==> config.mk <==
export PLATFORM = sky130hd
export DESIGN_NAME = pixel_delta_color_filter
export DESIGN_NICKNAME = d
export VERILOG_FILES = /design/src/hw/rtl/pdcf_pkg.sv /design/src/hw/rtl/pixel_delta_color_filter.sv
export VERILOG_INCLUDE_DIRS = /design/src /design/src/hw/rtl
export SDC_FILE = /design/constraint.sdc
export NUM_CORES = 1
export LEC_CHECK = 0
export BUFFER_PORTS_ARGS = -buffer_cell sky130_fd_sc_hd__buf_2
export CAP_MARGIN = 15
export CORE_ASPECT_RATIO = 2
export CORE_UTILIZATION = 46
export DETAILED_ROUTE_END_ITERATION = 7
export PLACE_DENSITY = 0.75
export SLEW_MARGIN = 20
export SYNTH_ARGS = -nofsm -noshare
export SYNTH_HDL_FRONTEND = slang
export SYNTH_SLANG_ARGS = --single-unit
==> constraint.sdc <==
create_clock -name clk_i -period 4.4 [get_ports clk_i]
set_input_delay 1.1 -clock clk_i [delete_from_list [all_inputs] [get_ports clk_i]]
set_output_delay 1.1 -clock clk_i [all_outputs]
set_load 0.1 [all_outputs]
==> src/hw/rtl/pixel_delta_color_filter_macros.svh <==
// Assertion macros for the pixel delta color filter.
// Needs clk_i and rst_ni in the scope that uses them; no other dependency.
`ifndef PIXEL_DELTA_COLOR_FILTER_MACROS_SVH
`define PIXEL_DELTA_COLOR_FILTER_MACROS_SVH

`ifndef SYNTH

// Consequent must hold in the same cycle as the antecedent.
`define PDCF_ASSERT_NOW(label, ante, cons, msg) \
  label: assert property (@(posedge clk_i) disable iff (!rst_ni) (ante) |-> (cons)) \
    else $error(msg);

// Consequent must hold in the cycle after the antecedent.
`define PDCF_ASSERT_NEXT(label, ante, cons, msg) \
  label: assert property (@(posedge clk_i) disable iff (!rst_ni) (ante) |=> (cons)) \
    else $error(msg);

`else

`define PDCF_ASSERT_NOW(label, ante, cons, msg)
`define PDCF_ASSERT_NEXT(label, ante, cons, msg)

`endif

`endif

==> src/hw/rtl/pdcf_pkg.sv <==
// Shared types and constants for the pixel delta color filter.
// No dependencies.
`default_nettype none

package pdcf_pkg;

  localparam int LaneSlots = 8;
  localparam int LaneW     = 8;
  localparam int CountW    = 4;
  localparam int CfgIdxW   = 2;

  typedef logic [LaneW-1:0]                 lane_t;
  typedef logic [LaneSlots-1:0][LaneW-1:0]  pixel_t;

  typedef enum logic [CfgIdxW-1:0] {
    CFG_CHANNEL_COUNT = 2'd0,
    CFG_DIRECTION     = 2'd1,
    CFG_COLOR_XFORM   = 2'd2
  } cfg_idx_e;

  // Direction codes
  localparam logic DIR_ENCODE = 1'b0;
  localparam logic DIR_DECODE = 1'b1;

  localparam logic [CountW-1:0] ChannelCountRst = 4'd4;

endpackage

`default_nettype wire

==> src/hw/rtl/pixel_delta_color_filter.sv <==
// Pixel delta color filter top level: horizontal byte-lane delta with GB-RG transform.
// Depends on pdcf_pkg and pixel_delta_color_filter_macros.svh.
//
//   channel   direction  handshake             payload
//   input     in         in_valid_i/in_ready_o  row_start_i, in_lane0_i..in_lane7_i
//   output    out        out_valid_o/out_ready_i out_lane0_o..out_lane7_o
//   config    in         cfg_we_i (no wait)     cfg_index_i, cfg_data_i
//
// One word in, one word out, one word per clock sustained while the output is not stalled.
// A word passes an input register, then one pass of byte adds/subtracts into the
// output register. The previous-pixel store is updated as a word moves from the
// input to the output register. A stalled output holds the input register; the input
// still takes a word as long as the input register empties in the same cycle.
// Reset (rst_ni low, asynchronous) empties both registers, zeroes the store and
// loads the register defaults (4 channels, encode, color transform on).
`default_nettype none
`include "pixel_delta_color_filter_macros.svh"

module pixel_delta_color_filter #(
  parameter int MAX_LANES = 8
) (
  input  wire logic                        clk_i,
  input  wire logic                        rst_ni,
  // configuration write port
  input  wire logic                        cfg_we_i,
  input  wire logic [pdcf_pkg::CfgIdxW-1:0] cfg_index_i,
  input  wire logic [pdcf_pkg::CountW-1:0]  cfg_data_i,
  // input channel
  input  wire logic                        in_valid_i,
  output logic                             in_ready_o,
  input  wire logic                        row_start_i,
  input  wire logic [7:0]                  in_lane0_i,
  input  wire logic [7:0]                  in_lane1_i,
  input  wire logic [7:0]                  in_lane2_i,
  input  wire logic [7:0]                  in_lane3_i,
  input  wire logic [7:0]                  in_lane4_i,
  input  wire logic [7:0]                  in_lane5_i,
  input  wire logic [7:0]                  in_lane6_i,
  input  wire logic [7:0]                  in_lane7_i,
  // output channel
  output logic                             out_valid_o,
  input  wire logic                        out_ready_i,
  output logic [7:0]                       out_lane0_o,
  output logic [7:0]                       out_lane1_o,
  output logic [7:0]                       out_lane2_o,
  output logic [7:0]                       out_lane3_o,
  output logic [7:0]                       out_lane4_o,
  output logic [7:0]                       out_lane5_o,
  output logic [7:0]                       out_lane6_o,
  output logic [7:0]                       out_lane7_o
);

  localparam int Slots = pdcf_pkg::LaneSlots;
  localparam logic [pdcf_pkg::CountW-1:0] MaxLanesC = pdcf_pkg::CountW'(MAX_LANES);

  // ---------------------------------------------------------------------------
  // Configuration registers
  // ---------------------------------------------------------------------------
  logic [pdcf_pkg::CountW-1:0] chan_cnt_q;
  logic                        dir_q;
  logic                        xform_on_q;

  always_ff @(posedge clk_i or negedge rst_ni) begin
    if (!rst_ni) begin
      chan_cnt_q <= pdcf_pkg::ChannelCountRst;
      dir_q      <= pdcf_pkg::DIR_ENCODE;
      xform_on_q <= 1'b1;
    end else if (cfg_we_i) begin
      unique case (pdcf_pkg::cfg_idx_e'(cfg_index_i))
        pdcf_pkg::CFG_CHANNEL_COUNT: chan_cnt_q <= cfg_data_i;
        pdcf_pkg::CFG_DIRECTION:     dir_q      <= cfg_data_i[0];
        pdcf_pkg::CFG_COLOR_XFORM:   xform_on_q <= cfg_data_i[0];
        default: ; // drop writes beyond the register list
      endcase
    end
  end

  // Effective lane count: zero means one lane, saturate at MAX_LANES.
  logic [pdcf_pkg::CountW-1:0] lanes_n;
  logic                        xform;

  always_comb begin
    if (chan_cnt_q == '0) begin
      lanes_n = pdcf_pkg::CountW'(1);
    end else if (chan_cnt_q > MaxLanesC) begin
      lanes_n = MaxLanesC;
    end else begin
      lanes_n = chan_cnt_q;
    end
  end

  // Color transform only applies to three or four channels.
  assign xform = xform_on_q &&
                 (lanes_n == pdcf_pkg::CountW'(3) || lanes_n == pdcf_pkg::CountW'(4));

  // ---------------------------------------------------------------------------
  // Pipeline handshake: input register feeds the output register
  // ---------------------------------------------------------------------------
  logic              s1_valid_q;
  logic              s1_row_q;
  pdcf_pkg::pixel_t  s1_pix_q;
  logic              out_valid_q;
  pdcf_pkg::pixel_t  out_pix_q;
  logic              adv;

  // Advance the input register whenever the output register is free or draining.
  assign adv        = s1_valid_q && (!out_valid_q || out_ready_i);
  assign in_ready_o = !s1_valid_q || adv;

  always_ff @(posedge clk_i or negedge rst_ni) begin
    if (!rst_ni) begin
      s1_valid_q <= 1'b0;
    end else if (in_ready_o) begin
      s1_valid_q <= in_valid_i;
    end
  end

  always_ff @(posedge clk_i) begin
    if (in_valid_i && in_ready_o) begin
      s1_row_q    <= row_start_i;
      s1_pix_q[0] <= in_lane0_i;
      s1_pix_q[1] <= in_lane1_i;
      s1_pix_q[2] <= in_lane2_i;
      s1_pix_q[3] <= in_lane3_i;
      s1_pix_q[4] <= in_lane4_i;
      s1_pix_q[5] <= in_lane5_i;
      s1_pix_q[6] <= in_lane6_i;
      s1_pix_q[7] <= in_lane7_i;
    end
  end

  // ---------------------------------------------------------------------------
  // Previous-pixel store: always holds the raw pixel, one byte per lane
  // ---------------------------------------------------------------------------
  logic [MAX_LANES-1:0][pdcf_pkg::LaneW-1:0] prev_q;
  pdcf_pkg::pixel_t prev_slot;  // store widened to all lane slots
  pdcf_pkg::pixel_t prev_next;  // store contents after this word

  for (genvar g = 0; g < Slots; g++) begin : g_slot
    if (g < MAX_LANES) begin : g_store
      assign prev_slot[g] = prev_q[g];

      always_ff @(posedge clk_i or negedge rst_ni) begin
        if (!rst_ni) begin
          prev_q[g] <= '0;
        end else if (adv) begin
          prev_q[g] <= prev_next[g];
        end
      end
    end else begin : g_none
      assign prev_slot[g] = '0;
    end
  end

  // ---------------------------------------------------------------------------
  // Filter datapath
  // ---------------------------------------------------------------------------
  pdcf_pkg::pixel_t prev_eff;  // store after row-start clear
  pdcf_pkg::pixel_t diff;      // per-lane encode delta
  pdcf_pkg::pixel_t enc;       // encoded word after transform
  pdcf_pkg::pixel_t xin;       // decode input with transform undone
  pdcf_pkg::pixel_t dec;       // restored pixel
  pdcf_pkg::pixel_t res;       // result word

  always_comb begin
    for (int i = 0; i < Slots; i++) begin
      prev_eff[i] = s1_row_q ? '0 : prev_slot[i];
      diff[i]     = s1_pix_q[i] - prev_eff[i];
    end

    // Encode: y = db, u = dg - db, v = dg - dr; alpha stays a plain delta.
    enc = diff;
    if (xform) begin
      enc[0] = diff[2];
      enc[1] = diff[1] - diff[2];
      enc[2] = diff[1] - diff[0];
    end

    // Decode: b = y, g = u + b, r = g - v, then add the previous pixel back.
    xin = s1_pix_q;
    if (xform) begin
      xin[2] = s1_pix_q[0];
      xin[1] = s1_pix_q[1] + s1_pix_q[0];
      xin[0] = xin[1] - s1_pix_q[2];
    end
    for (int i = 0; i < Slots; i++) begin
      dec[i] = xin[i] + prev_eff[i];
    end

    // Lanes past the count give zero and keep their (possibly cleared) store byte.
    for (int i = 0; i < Slots; i++) begin
      if (pdcf_pkg::CountW'(i) < lanes_n) begin
        res[i]       = (dir_q == pdcf_pkg::DIR_DECODE) ? dec[i] : enc[i];
        prev_next[i] = (dir_q == pdcf_pkg::DIR_DECODE) ? dec[i] : s1_pix_q[i];
      end else begin
        res[i]       = '0;
        prev_next[i] = prev_eff[i];
      end
    end
  end

  // ---------------------------------------------------------------------------
  // Output register
  // ---------------------------------------------------------------------------
  always_ff @(posedge clk_i or negedge rst_ni) begin
    if (!rst_ni) begin
      out_valid_q <= 1'b0;
    end else if (!out_valid_q || out_ready_i) begin
      out_valid_q <= s1_valid_q;
    end
  end

  always_ff @(posedge clk_i) begin
    if (adv) begin
      out_pix_q <= res;
    end
  end

  assign out_valid_o = out_valid_q;
  assign out_lane0_o = out_pix_q[0];
  assign out_lane1_o = out_pix_q[1];
  assign out_lane2_o = out_pix_q[2];
  assign out_lane3_o = out_pix_q[3];
  assign out_lane4_o = out_pix_q[4];
  assign out_lane5_o = out_pix_q[5];
  assign out_lane6_o = out_pix_q[6];
  assign out_lane7_o = out_pix_q[7];

  // ---------------------------------------------------------------------------
  // Assertions
  // ---------------------------------------------------------------------------
  // A full pipeline with a stalled output must refuse new words.
  `PDCF_ASSERT_NOW(a_full_stall, s1_valid_q && out_valid_q && !out_ready_i, !in_ready_o, "input taken while pipeline full")
  // A word that advances always lands in the output register.
  `PDCF_ASSERT_NEXT(a_adv_lands, adv, out_valid_q, "advanced word lost")
  // Encoding stores the raw byte of lane 0, which is always in use.
  `PDCF_ASSERT_NEXT(a_enc_store, adv && dir_q == pdcf_pkg::DIR_ENCODE, prev_slot[0] == $past(s1_pix_q[0]), "store does not hold raw pixel")
  // At row start without transform the lane-0 result equals the input byte.
  `PDCF_ASSERT_NEXT(a_row_start, adv && s1_row_q && !xform, out_pix_q[0] == $past(s1_pix_q[0]), "row start did not clear store")

endmodule

`default_nettype wire
==> impl_metrics.env, run 1 <==
export IMPL_synth_top_area_frac=0.262
export IMPL_start_util=0.469
export IMPL_p_sw_frac=0.444
export IMPL_ys_types=74
export IMPL_synth_edf_count=129
export IMPL_p_int_mw=5.39
export IMPL_yosysTopAreaCell="edfxtp_1"
export IMPL_synth_seq_cells=201
export IMPL_ys_flop_type="edfxtp_1"
export IMPL_grtUsageTotal=0.253
export IMPL_drt_total_wl_mm=40.2
export IMPL_area_sequential_um2=5680
export IMPL_drtAntennaViolNets=0
export IMPL_synth_cell_area_um2=14800
export IMPL_rows=92
export IMPL_p_sw_mw=4.30
export IMPL_final_setup_viol_count=0
export IMPL_max_freq_mhz=244
export IMPL_grt_pass1_vias=12451
export IMPL_seq_area_frac_synth=0.384
export IMPL_cp_max_fo=3
export IMPL_maxSlewViolCount=0
export IMPL_antenna_found_initial=3
export IMPL_dpl_cell_area_um2=16000
export IMPL_portBuffers=141
export IMPL_rsz0062_at_grt="no"
export IMPL_drtIter0Drc=724
export IMPL_grt_overflow=0
export IMPL_nNetsFinal=1925
export IMPL_clock_latency_ns=0.53
export IMPL_cp_start_kind="register"
export IMPL_clock_path_buffers=3
export IMPL_fp_dieW_um=129
export IMPL_slowest_delay_ns=0.44
export IMPL_h_tree_depth=1
export IMPL_cp_arrival_ns=4.34
export IMPL_mostFrequentLayoutCell="ha_1"
export IMPL_grt_max_degree=66
export IMPL_wire_per_inst_um=18.9
export IMPL_syn_nets=1795
export IMPL_cts_root_buf="clkbuf_16"
export IMPL_min_path_type="reg -> reg"
export IMPL_slew_headroom=0.300
export IMPL_power_frac_clock=0.202
export IMPL_crit_type="reg -> reg"
export IMPL_dr_total_vias=11863
export IMPL_area_growth_pct=13.4
export IMPL_fin_skew_ns=0.0230
export IMPL_period_share=0.930
export IMPL_status="complete, no violations"
export IMPL_tritoncts="done"
export IMPL_finalHoldViolations=0
export IMPL_hpwl_mm=29.6
export IMPL_finalInstanceArea_um2=16800
export IMPL_dieArea_um2=32900
export IMPL_ir_drop_mv=0.390
export IMPL_p_leak_nw=7.56
export IMPL_yosys_warnings=0
export IMPL_ys_top_cells_by_area="edfxtp_1 (26%), ha_1 (12%), dfrtp_1 (12%), xnor2_1 (5.2%), a21oi_1 (4.0%)"
export IMPL_async_flop_share=0.358
export IMPL_worstMarginPinSlew_ns=1.04
export IMPL_crit_path_cell_trace="ha_1 > fa_1 > a21o_1 > a21oi_1 > xnor2_1 > ha_1 > o21ai_0 > a21oi_1 > nor2_1 > xor2_1 > o21ai_1 > ha_1 > or2_2 > a21oi_1 > a21oi_1 > xor2_2 > xnor2_1 > a21oi_1"
export IMPL_period_needed_ns=4.09
export IMPL_crit_path_top_delay_cell="edfxtp_1"
export IMPL_place_congestion=1.03
export IMPL_drc_errors=0
export IMPL_drive_above_1_share=0.146
export IMPL_coreArea_um2=31500
export IMPL_pwr_share_comb=0.516
export IMPL_multi_input_area_um2=8410
export IMPL_max_cap_violations=0
export IMPL_ios=142
export IMPL_drt_pass1_iterations=5
export IMPL_numCtsBuffers=21
export IMPL_path_clk_slew_ns=0.07
export IMPL_mostFrequentLayoutCells="ha_1 (144), buf_2 (140), nor2_1 (133), edfxtp_1 (129), a21oi_1 (119)"
export IMPL_power_density_nw_per_um2=578
export IMPL_setup_tns_final_ns=0
export IMPL_clock_sinks=201
export IMPL_setup_worst_path_end_class="register"
export IMPL_routed_via_density=5.58
export IMPL_grt_pass1_wl_mm=64.4
export IMPL_synth_area_per_cell_um2=9.51
export IMPL_critPathRequiredTime_ns=4.65
export IMPL_num_fill_cells=2913
export IMPL_seqPwrFrac=0.282
export IMPL_synthCells=1555
export IMPL_cp_common_cell="a21oi_1"
export IMPL_die_h_um=256
[cell type report]
type | count | share of cell area
multi-input cells | 1168 | 0.502
clock buffers | 24 | 0.0332
clock inverters | 14 | 0.0113
repair buffers | 172 | 0.0561
well taps | 423 | 0.0316
inverters | 121 | 0.0273
diodes | 2 | 0.000298
flip-flops and latches | 201 | 0.339
[critical path, delay by kind of cell (launching register included)]
family / cells / cell delay [ns]
adder cells (fa/ha/maj): 4 / 1.27
AND/OR/NAND/NOR: 2 / 0.36
XOR/XNOR: 4 / 0.61
AO/OA/AOI/OAI: 8 / 1.14
flip-flops: 1 / 0.44
[Yosys cell counts (16+ instances only)]
library cell  instances
nand2_1             115
a22o_1               24
mux2i_1              30
xor2_1               34
nor2_1              133
nor3_1               19
ha_1                144
dfrtp_1              70
edfxtp_1            129
o21bai_1             21
o21ai_0              41
clkbuf_1             53
a21oi_1             119
xnor2_1              88
nand3_1              16
nor2b_1              39
nand2b_1             80
inv_1               115
o21ai_1              60
fa_1                 20
a21o_1               35
[stage by stage]
| step | total power, mW | setup slack (ns) | hold WS [ns] | utilization | instances |
|---|---|---|---|---|---|
| finish | 9.69 | 0.310 | 0.484 | 0.532 | 2125 |
| global route | 10.3 | 0.0211 | 0.497 | 0.532 | 2125 |
| CTS | 9.72 | 0.265 | 0.482 | 0.531 | 2122 |
| global placement | 7.60 | 0.374 | 0.461 | 0.508 | 2084 |
| detailed placement | 7.71 | 0.287 | 0.467 | 0.508 | 2084 |
| floorplan | 6.60 | 0.281 | 0.442 | - | 1555 |
[layer usage]
metal  share of wire  wire length [µm]  global-route usage  up-vias
li1                -                 -                   -     5690
met1            0.36             14300               0.263     5698
met2            0.54             21700               0.470      339
met3           0.038              1520              0.0242      134
met4           0.066              2660               0.165        2
met5         0.00027                11                   0        -
[sequential cells by signal, summed over array words and instances, names as in the netlist, 4 cells and up]
name	count
out_lane3_o	8
out_lane2_o	8
out_lane0_o	8
out_lane5_o	8
out_lane6_o	8
out_lane4_o	8
prev_q	64
out_lane1_o	8
out_lane7_o	8
chan_cnt_q	4
s1_pix_q	64
[timing repair]
item / in CTS / in global routing
buffers inserted: 0 / 1
resized for setup: 0 / 0
setup endpoints to repair: 0 / 1
endpoints found under the hold margin: 0 / 0
hold buffers: 0 / 0
[power groups by stage]
stage / clock [mW] / combinational [mW] / sequential (mW)
2_1_floorplan: 0 / 2.98 / 3.62
3_3_place_gp: 0 / 4.85 / 2.75
3_5_place_dp: 0 / 4.95 / 2.76
4_1_cts: 2.00 / 4.99 / 2.73
5_1_grt: 2.07 / 5.42 / 2.78
6_report: 1.96 / 5.00 / 2.73
[logic make-up after synthesis]
| family | after synthesis | share of synthesized area |
|---|---|---|
| simple gates | 464 | 0.157 |
| compound gates | 378 | 0.162 |
| flops | 201 | 0.384 |
| buf+inv | 186 | 0.0480 |
| fa+ha+maj | 164 | 0.149 |
| xor+xnor | 123 | 0.0733 |
| mux | 39 | 0.0271 |
[path summary, 6_finish.rpt]
path                            cells after the start              to  slack (ns)        start
max in group asynchronous                           2      xform_on_q        2.81       rst_ni
worst min register to register                      2      prev_q[56]        0.48   prev_q[56]
min in group asynchronous                           1      prev_q[18]        0.66       rst_ni
worst max register to register                     18  out_lane0_o[7]        0.31  s1_pix_q[8]
worst min-delay path                                2      prev_q[56]        0.48   prev_q[56]
worst max-delay path                               18  out_lane0_o[7]        0.31  s1_pix_q[8]
Note: power is estimated with default switching activity, not from simulation.
==> run 2, diff against run 1 <==
--- a/config.mk
+++ b/config.mk
@@ -6,12 +6,13 @@
 export SDC_FILE = /design/constraint.sdc
 export NUM_CORES = 1
 export LEC_CHECK = 0
+export ABC_AREA = 1
 export BUFFER_PORTS_ARGS = -buffer_cell sky130_fd_sc_hd__buf_2
 export CAP_MARGIN = 15
 export CORE_ASPECT_RATIO = 2
 export CORE_UTILIZATION = 46
 export DETAILED_ROUTE_END_ITERATION = 7
-export PLACE_DENSITY = 0.75
+export PLACE_DENSITY = 0.73
 export SLEW_MARGIN = 20
 export SYNTH_ARGS = -nofsm -noshare
 export SYNTH_HDL_FRONTEND = slang
==> run 2 against run 1 <==
  * Area after synthesis increased by 0.73%
  * Maximum frequency decreased by 0.60%
  * Register-to-register slack got worse by 0.02 ns
  * Critical endpoint unchanged
  * Count of clock-buffer cells in the layout unchanged
  * Critical path depth unchanged
  * Non-clock buffer count decreased by 4
  * Worst setup slack got worse by 0.025 ns
  * First-iteration DRC count decreased by 3.7%
  * Clock power decreased by 6%
==> impl_metrics.env, run 2 <==
export IMPL_status="complete, no violations"
export IMPL_antenna_found_initial=1
export IMPL_dieArea_um2=33200
export IMPL_multi_input_area_um2=7860
export IMPL_tritoncts="done"
export IMPL_cp_max_fo=4
export IMPL_area_sequential_um2=5680
export IMPL_period_needed_ns=4.11
export IMPL_whs_path_depth=2
export IMPL_seqPwrFrac=0.273
export IMPL_cts_hold_buf=0
export IMPL_numCtsBuffers=21
export IMPL_final_setup_viol_count=0
export IMPL_reg2reg_depth=18
export IMPL_clock_path_buffers=3
export IMPL_max_freq_mhz=243
export IMPL_seq_area_frac_synth=0.381
export IMPL_grtUsageTotal=0.272
export IMPL_dr_total_vias=13497
export IMPL_cts_root_buf="clkbuf_16"
export IMPL_worstMarginPinSlew_ns=0.947
export IMPL_pwr_share_comb=0.546
export IMPL_rows=92
export IMPL_post_cts_buffers=0
export IMPL_cp_start_kind="register"
export IMPL_maxSlewViolCount=0
export IMPL_p_int_mw=5.26
export IMPL_h_tree_depth=1
export IMPL_num_fill_cells=2970
export IMPL_start_util=0.471
export IMPL_grt_overflow=0
export IMPL_ios=142
export IMPL_path_clk_slew_ns=0.07
export IMPL_drt_total_wl_mm=44.3
export IMPL_finalHoldViolations=0
export IMPL_power_density_nw_per_um2=609
export IMPL_routed_via_density=5.54
export IMPL_max_cap_violations=0
export IMPL_setup_worst_path_end_class="register"
export IMPL_drive_above_1_share=0.119
export IMPL_r2r_slack_ns=0.29
export IMPL_antenna_cells_inserted=0
export IMPL_synth_edf_count=129
export IMPL_synth_cell_area_um2=14900
export IMPL_reg_largest_list="prev_q: 64 flops, s1_pix_q: 64 flops"
export IMPL_cp_arrival_ns=4.36
export IMPL_slew_headroom=0.369
export IMPL_syn_nets=2113
export IMPL_grt_pass1_wl_mm=68.7
export IMPL_portBuffers=141
export IMPL_ir_drop_mv=0.329
export IMPL_drtIter0Drc=697
export IMPL_critPathRequiredTime_ns=4.65
export IMPL_p_sw_frac=0.486
export IMPL_worstReg2RegEnd="out_lane0_o[7]"
export IMPL_finalInstanceArea_um2=16800
export IMPL_fp_dieW_um=129
export IMPL_grt_max_degree=76
export IMPL_ys_types=41
export IMPL_period_share=0.935
export IMPL_clock_latency_ns=0.51
export IMPL_drc_errors=0
export IMPL_setup_tns_final_ns=0
export IMPL_rr_startpoint="s1_pix_q[0]"
export IMPL_p_leak_nw=7.96
export IMPL_post_route_util=0.530
export IMPL_fin_cells=2435
export IMPL_synth_most_common_cell="nand2_1"
export IMPL_hpwl_mm=33.3
export IMPL_yosysTopAreaCell="edfxtp_1"
export IMPL_synth_area_per_cell_um2=7.96
export IMPL_mostFrequentLayoutCell="nand2_1"
export IMPL_synthCells=1873
export IMPL_drtAntennaViolNets=0
export IMPL_p_sw_mw=4.97
export IMPL_power_frac_clock=0.180
export IMPL_post_cts_resized=0
export IMPL_rsz0062_at_grt="no"
export IMPL_worstHoldStart="prev_q[31]"
export IMPL_synth_seq_cells=201
export IMPL_dpl_cell_count=2398
export IMPL_power_mw=10.2
export IMPL_ys_flop_type="edfxtp_1"
export IMPL_hold_end="prev_q[31]"
export IMPL_grt_pass1_vias=13483
export IMPL_synth_top_area_frac=0.260
export IMPL_place_congestion=1.03
export IMPL_crit_type="reg -> reg"
export IMPL_min_path_type="reg -> reg"
export IMPL_async_flop_share=0.358
export IMPL_dpl_cell_area_um2=16100
export IMPL_mostFrequentLayoutCells="nand2_1 (331), inv_1 (281), a21oi_1 (258), o21ai_0 (206), ha_1 (144)"
export IMPL_drt_pass1_iterations=7
export IMPL_die_h_um=257
export IMPL_clock_sinks=201
export IMPL_yosys_top_cells_count="nand2_1 (332), inv_1 (283), a21oi_1 (258)"
export IMPL_nNetsFinal=2238
export IMPL_ys_top_cells_by_area="edfxtp_1 (26%), ha_1 (12%), dfrtp_1 (12%), a21oi_1 (8.7%), nand2_1 (8.4%)"
export IMPL_wire_per_inst_um=18.2
export IMPL_fin_skew_ns=0.0133
export IMPL_coreArea_um2=31700
export IMPL_area_growth_pct=12.7
export IMPL_yosys_warnings=0
-- run 2: changes by cell type in the layout (fill, tap and decap cells not counted), moves of 33 or more --
cell / change
a21oi_1: +139
nand2b_1: -80
nand3_1: +55
nand2_1: +216
a21o_1: -33
o21ai_1: -59
xnor2_1: -66
o21ai_0: +165
inv_1: +166
nor2b_1: -39
-- run 2: metal layers --
| metal | vias up | global-route usage | routed length [µm] |
|---|---|---|---|
| met5 | - | 0 | 13 |
| met4 | 2 | 0.207 | 3660 |
| met3 | 161 | 0.0282 | 1750 |
| met2 | 433 | 0.510 | 23700 |
| met1 | 6348 | 0.265 | 15200 |
| li1 | 6553 | - | - |
-- run 2: cells by family after synthesis --
| family | Yosys count | share of synthesized area |
|---|---|---|
| flops | 201 | 0.381 |
| xor+xnor | 52 | 0.0306 |
| buf+inv | 356 | 0.0914 |
| simple gates | 561 | 0.156 |
| compound gates | 539 | 0.193 |
| fa+ha+maj | 164 | 0.148 |
-- run 2: power by group through the flow --
| stage | registers, mW | logic (mW) | clock network [mW] |
|---|---|---|---|
| 3_5_place_dp | 2.83 | 5.53 | 0 |
| 2_1_floorplan | 3.95 | 3.10 | 0 |
| 4_1_cts | 2.79 | 5.55 | 1.89 |
| 5_1_grt | 2.84 | 6.14 | 1.95 |
| 6_report | 2.79 | 5.59 | 1.85 |
| 3_3_place_gp | 2.82 | 5.41 | 0 |
-- run 2: worst max-delay path, stage by stage, from the launching register on --
cell	delay, ns
edfxtp_1	0.42
ha_1	0.26
fa_1	0.40
xor2_1	0.19
ha_1	0.35
nand2_1	0.06
o21ai_0	0.41
a21oi_1	0.11
o21ai_0	0.22
xnor2_1	0.13
o21ai_0	0.28
ha_1	0.33
nand3_1	0.10
nand3_1	0.09
xor2_1	0.16
inv_1	0.06
nand3_1	0.07
nand3_1	0.10
o21ai_0	0.11
-- run 2: how the worst max path moves through the flow --
stage                start        endpoint  slack (ns)  cells past startpoint
5_1_grt        s1_pix_q[0]  out_lane0_o[7]        0.02                     18
4_1_cts        s1_pix_q[0]  out_lane0_o[7]        0.32                     18
2_1_floorplan  out_ready_i  out_lane0_o[0]        0.42                      6
3_5_place_dp   s1_pix_q[0]  out_lane0_o[7]        0.32                     18
6_report       s1_pix_q[0]  out_lane0_o[7]        0.29                     18
3_3_place_gp   s1_pix_q[0]  out_lane0_o[7]        0.39                     18
-- run 2: per-stage QoR --
step | hold slack [ns] | worst slack (ns)
6_report | 0.482 | 0.285
5_1_grt | 0.497 | 0.0173
4_1_cts | 0.483 | 0.316
3_5_place_dp | 0.465 | 0.322
3_3_place_gp | 0.461 | 0.388
2_1_floorplan | 0.449 | 0.419
-- run 2: area by class of cell --
cell class,count,area share
tap,423,0.0315
sequential,201,0.338
clock inverter,13,0.00917
multi-input combinational,1316,0.468
timing repair buffer,168,0.0550
clock buffer,24,0.0326
inverter,290,0.0651
==> run 3, diff against run 2 <==
--- a/config.mk
+++ b/config.mk
@@ -13,7 +13,6 @@
 export CORE_UTILIZATION = 46
 export DETAILED_ROUTE_END_ITERATION = 7
 export PLACE_DENSITY = 0.73
-export SLEW_MARGIN = 20
 export SYNTH_ARGS = -nofsm -noshare
 export SYNTH_HDL_FRONTEND = slang
 export SYNTH_SLANG_ARGS = --single-unit
==> constraint.sdc (replaced) <==
create_clock -name clk_i -period 4.4 [get_ports clk_i]
set_input_delay 0.22 -clock clk_i [delete_from_list [all_inputs] [get_ports clk_i]]
set_output_delay 0.22 -clock clk_i [all_outputs]
set_load 0.1 [all_outputs]
==> run 3 against run 2 <==
  * Cell count increased by 2.9%
  * Critical path type unchanged
  * Sequential cell count unchanged
  * Highest routed layer is now met4
  * Largest cell class unchanged
  * Final area increased by 3.9%
==> impl_metrics.env, run 3 (synthesis results as in run 2) <==
export IMPL_start_util=0.471
export IMPL_num_fill_cells=2950
export IMPL_drtAntennaViolNets=0
export IMPL_clock_sinks=201
export IMPL_mostFrequentLayoutCell="nand2_1"
export IMPL_die_h_um=257
export IMPL_final_setup_viol_count=0
export IMPL_path_clk_slew_ns=0.07
export IMPL_power_frac_clock=0.170
export IMPL_p_sw_mw=5.01
export IMPL_critPathRequiredTime_ns=4.66
export IMPL_drt_total_wl_mm=45.6
export IMPL_drive_above_1_share=0.112
export IMPL_portBuffers=141
export IMPL_place_congestion=1.02
export IMPL_rsz0062_at_grt="no"
export IMPL_dieArea_um2=33200
export IMPL_max_cap_violations=0
export IMPL_maxSlewViolCount=0
export IMPL_setup_worst_path_end_class="register"
export IMPL_critPathTopFamily="adder cells"
export IMPL_cp_num_buf_inv=3
export IMPL_wire_per_inst_um=18.2
export IMPL_tritoncts="done"
export IMPL_drt_pass1_iterations=6
export IMPL_status="complete, no violations"
export IMPL_slowest_delay_ns=0.42
export IMPL_p_leak_nw=8.22
export IMPL_mostFrequentLayoutCells="nand2_1 (331), inv_1 (281), a21oi_1 (258), o21ai_0 (205), ha_1 (144)"
export IMPL_finalInstanceArea_um2=17400
export IMPL_p_int_mw=5.17
export IMPL_crit_type="reg -> reg"
export IMPL_grtUsageTotal=0.279
export IMPL_ir_drop_mv=0.319
export IMPL_coreArea_um2=31700
export IMPL_cp_start_kind="register"
export IMPL_grt_pass1_wl_mm=70.3
export IMPL_period_needed_ns=4.04
export IMPL_fp_dieW_um=129
export IMPL_slew_headroom=0.376
export IMPL_fin_skew_ns=0.0137
export IMPL_cp_arrival_ns=4.31
export IMPL_max_freq_mhz=247
export IMPL_drc_errors=0
export IMPL_cp_max_fo=4
export IMPL_grt_pass1_vias=13885
export IMPL_routed_via_density=5.52
export IMPL_h_tree_depth=1
export IMPL_numCtsBuffers=21
export IMPL_drtIter0Drc=767
export IMPL_crit_path_top_delay_cell="edfxtp_1"
export IMPL_clock_path_buffers=3
export IMPL_setup_tns_final_ns=0
export IMPL_min_path_type="in -> reg"
export IMPL_worstMarginPinSlew_ns=0.936
export IMPL_finalHoldViolations=0
export IMPL_clock_latency_ns=0.53
export IMPL_cts_root_buf="clkbuf_16"
export IMPL_grt_max_degree=76
export IMPL_period_share=0.919
export IMPL_p_sw_frac=0.492
export IMPL_pwr_share_comb=0.555
export IMPL_dr_total_vias=13834
export IMPL_rows=92
export IMPL_nNetsFinal=2308
export IMPL_ios=142
export IMPL_area_growth_pct=17.0
export IMPL_grt_overflow=0
export IMPL_dpl_cell_area_um2=16100
export IMPL_power_density_nw_per_um2=584
export IMPL_seqPwrFrac=0.275
export IMPL_hpwl_mm=33.2
export IMPL_crit_path_cell_trace="ha_1 > fa_1 > a31oi_1 > xor2_1 > inv_1 > ha_1 > inv_1 > o21ai_0 > xnor2_1 > o21ai_0 > ha_1 > nand4_1 > nand3_1 > xor2_1 > inv_1 > nand3_1 > nand3_1 > o21ai_0"
export IMPL_reg_largest_list="prev_q: 64 flops, s1_pix_q: 64 flops"
export IMPL_antenna_found_initial=1
run 3: changes by cell type in the layout (fill, tap and decap cells not counted):
| cell | before | now |
|---|---|---|
| o21ai_1 | 1 | 2 |
| inv_6 | 2 | 1 |
| o21ai_0 | 206 | 205 |
| clkinv_1 | 2 | 1 |
| clkbuf_1 | 2 | 6 |
| dlygate4sd3_1 | 0 | 73 |
| buf_4 | 27 | 24 |
| diode_2 | 0 | 1 |
| bufinv_16 | 3 | 1 |
| clkinv_4 | 1 | 0 |
| clkinvlp_4 | 2 | 3 |
run 3: layout make-up:
class                           count  area, µm²  share of cell area
Multi-Input combinational cell   1316       7860               0.451
Clock buffer                       28        562              0.0322
Inverter                          290       1090              0.0626
Tap cell                          423        529              0.0303
Clock inverter                      9       80.1             0.00459
Timing Repair Buffer              238       1630              0.0936
Sequential cell                   201       5680               0.326
Antenna cell                        1       2.50            0.000143
run 3: worst paths after layout:
path	cells past startpoint	end	start	slack, ns
min reg2reg	2	prev_q[31]	prev_q[31]	0.48
max in group asynchronous	3	dir_q	rst_ni	3.12
max	18	out_lane0_o[7]	s1_pix_q[0]	0.36
max reg2reg	18	out_lane0_o[7]	s1_pix_q[0]	0.36
min in group asynchronous	2	prev_q[12]	rst_ni	0.27
min	3	xform_on_q	cfg_index_i[1]	0.04
run 3: worst min-delay path, cell delays in order:
cell	delay [ns]
buf_2	0.10
nand3_1	0.13
o21ai_0	0.10
run 3: routing by layer:
| metal | GRT usage | share of wire |
|---|---|---|
| met5 | 0 | 0 |
| met4 | 0.223 | 0.085 |
| met3 | 0.0348 | 0.048 |
| met2 | 0.529 | 0.54 |
| met1 | 0.258 | 0.33 |
run 3: power by group through the flow:
stage               clock, mW  sequential, mW  combinational, mW
floorplan                   0            3.95               3.10
global placement            0            2.82               5.44
detailed placement          0            2.84               5.52
CTS                      1.77            2.80               5.60
global route             1.84            2.85               6.19
finish                   1.73            2.80               5.65
run 3: metrics by stage:
step,power (mW),hold slack [ns],util,setup slack (ns),cells
6_report,10.2,0.0408,0.551,0.358,2506
5_1_grt,10.9,0.0676,0.551,0.0133,2506
4_1_cts,10.2,0.0257,0.551,0.275,2505
3_5_place_dp,8.35,0.285,0.508,0.283,2395
3_3_place_gp,8.26,0.277,0.508,0.384,2395
2_1_floorplan,7.05,-0.0756,-,0.668,1873
run 3: repair_timing:
action | 4_1_cts | 5_1_grt
endpoints found under the hold margin | 109 | 0
endpoints found under the setup margin | 0 | 3
setup buffers | 0 | 0
gates resized for setup | 0 | 1
hold buffers | 73 | 0
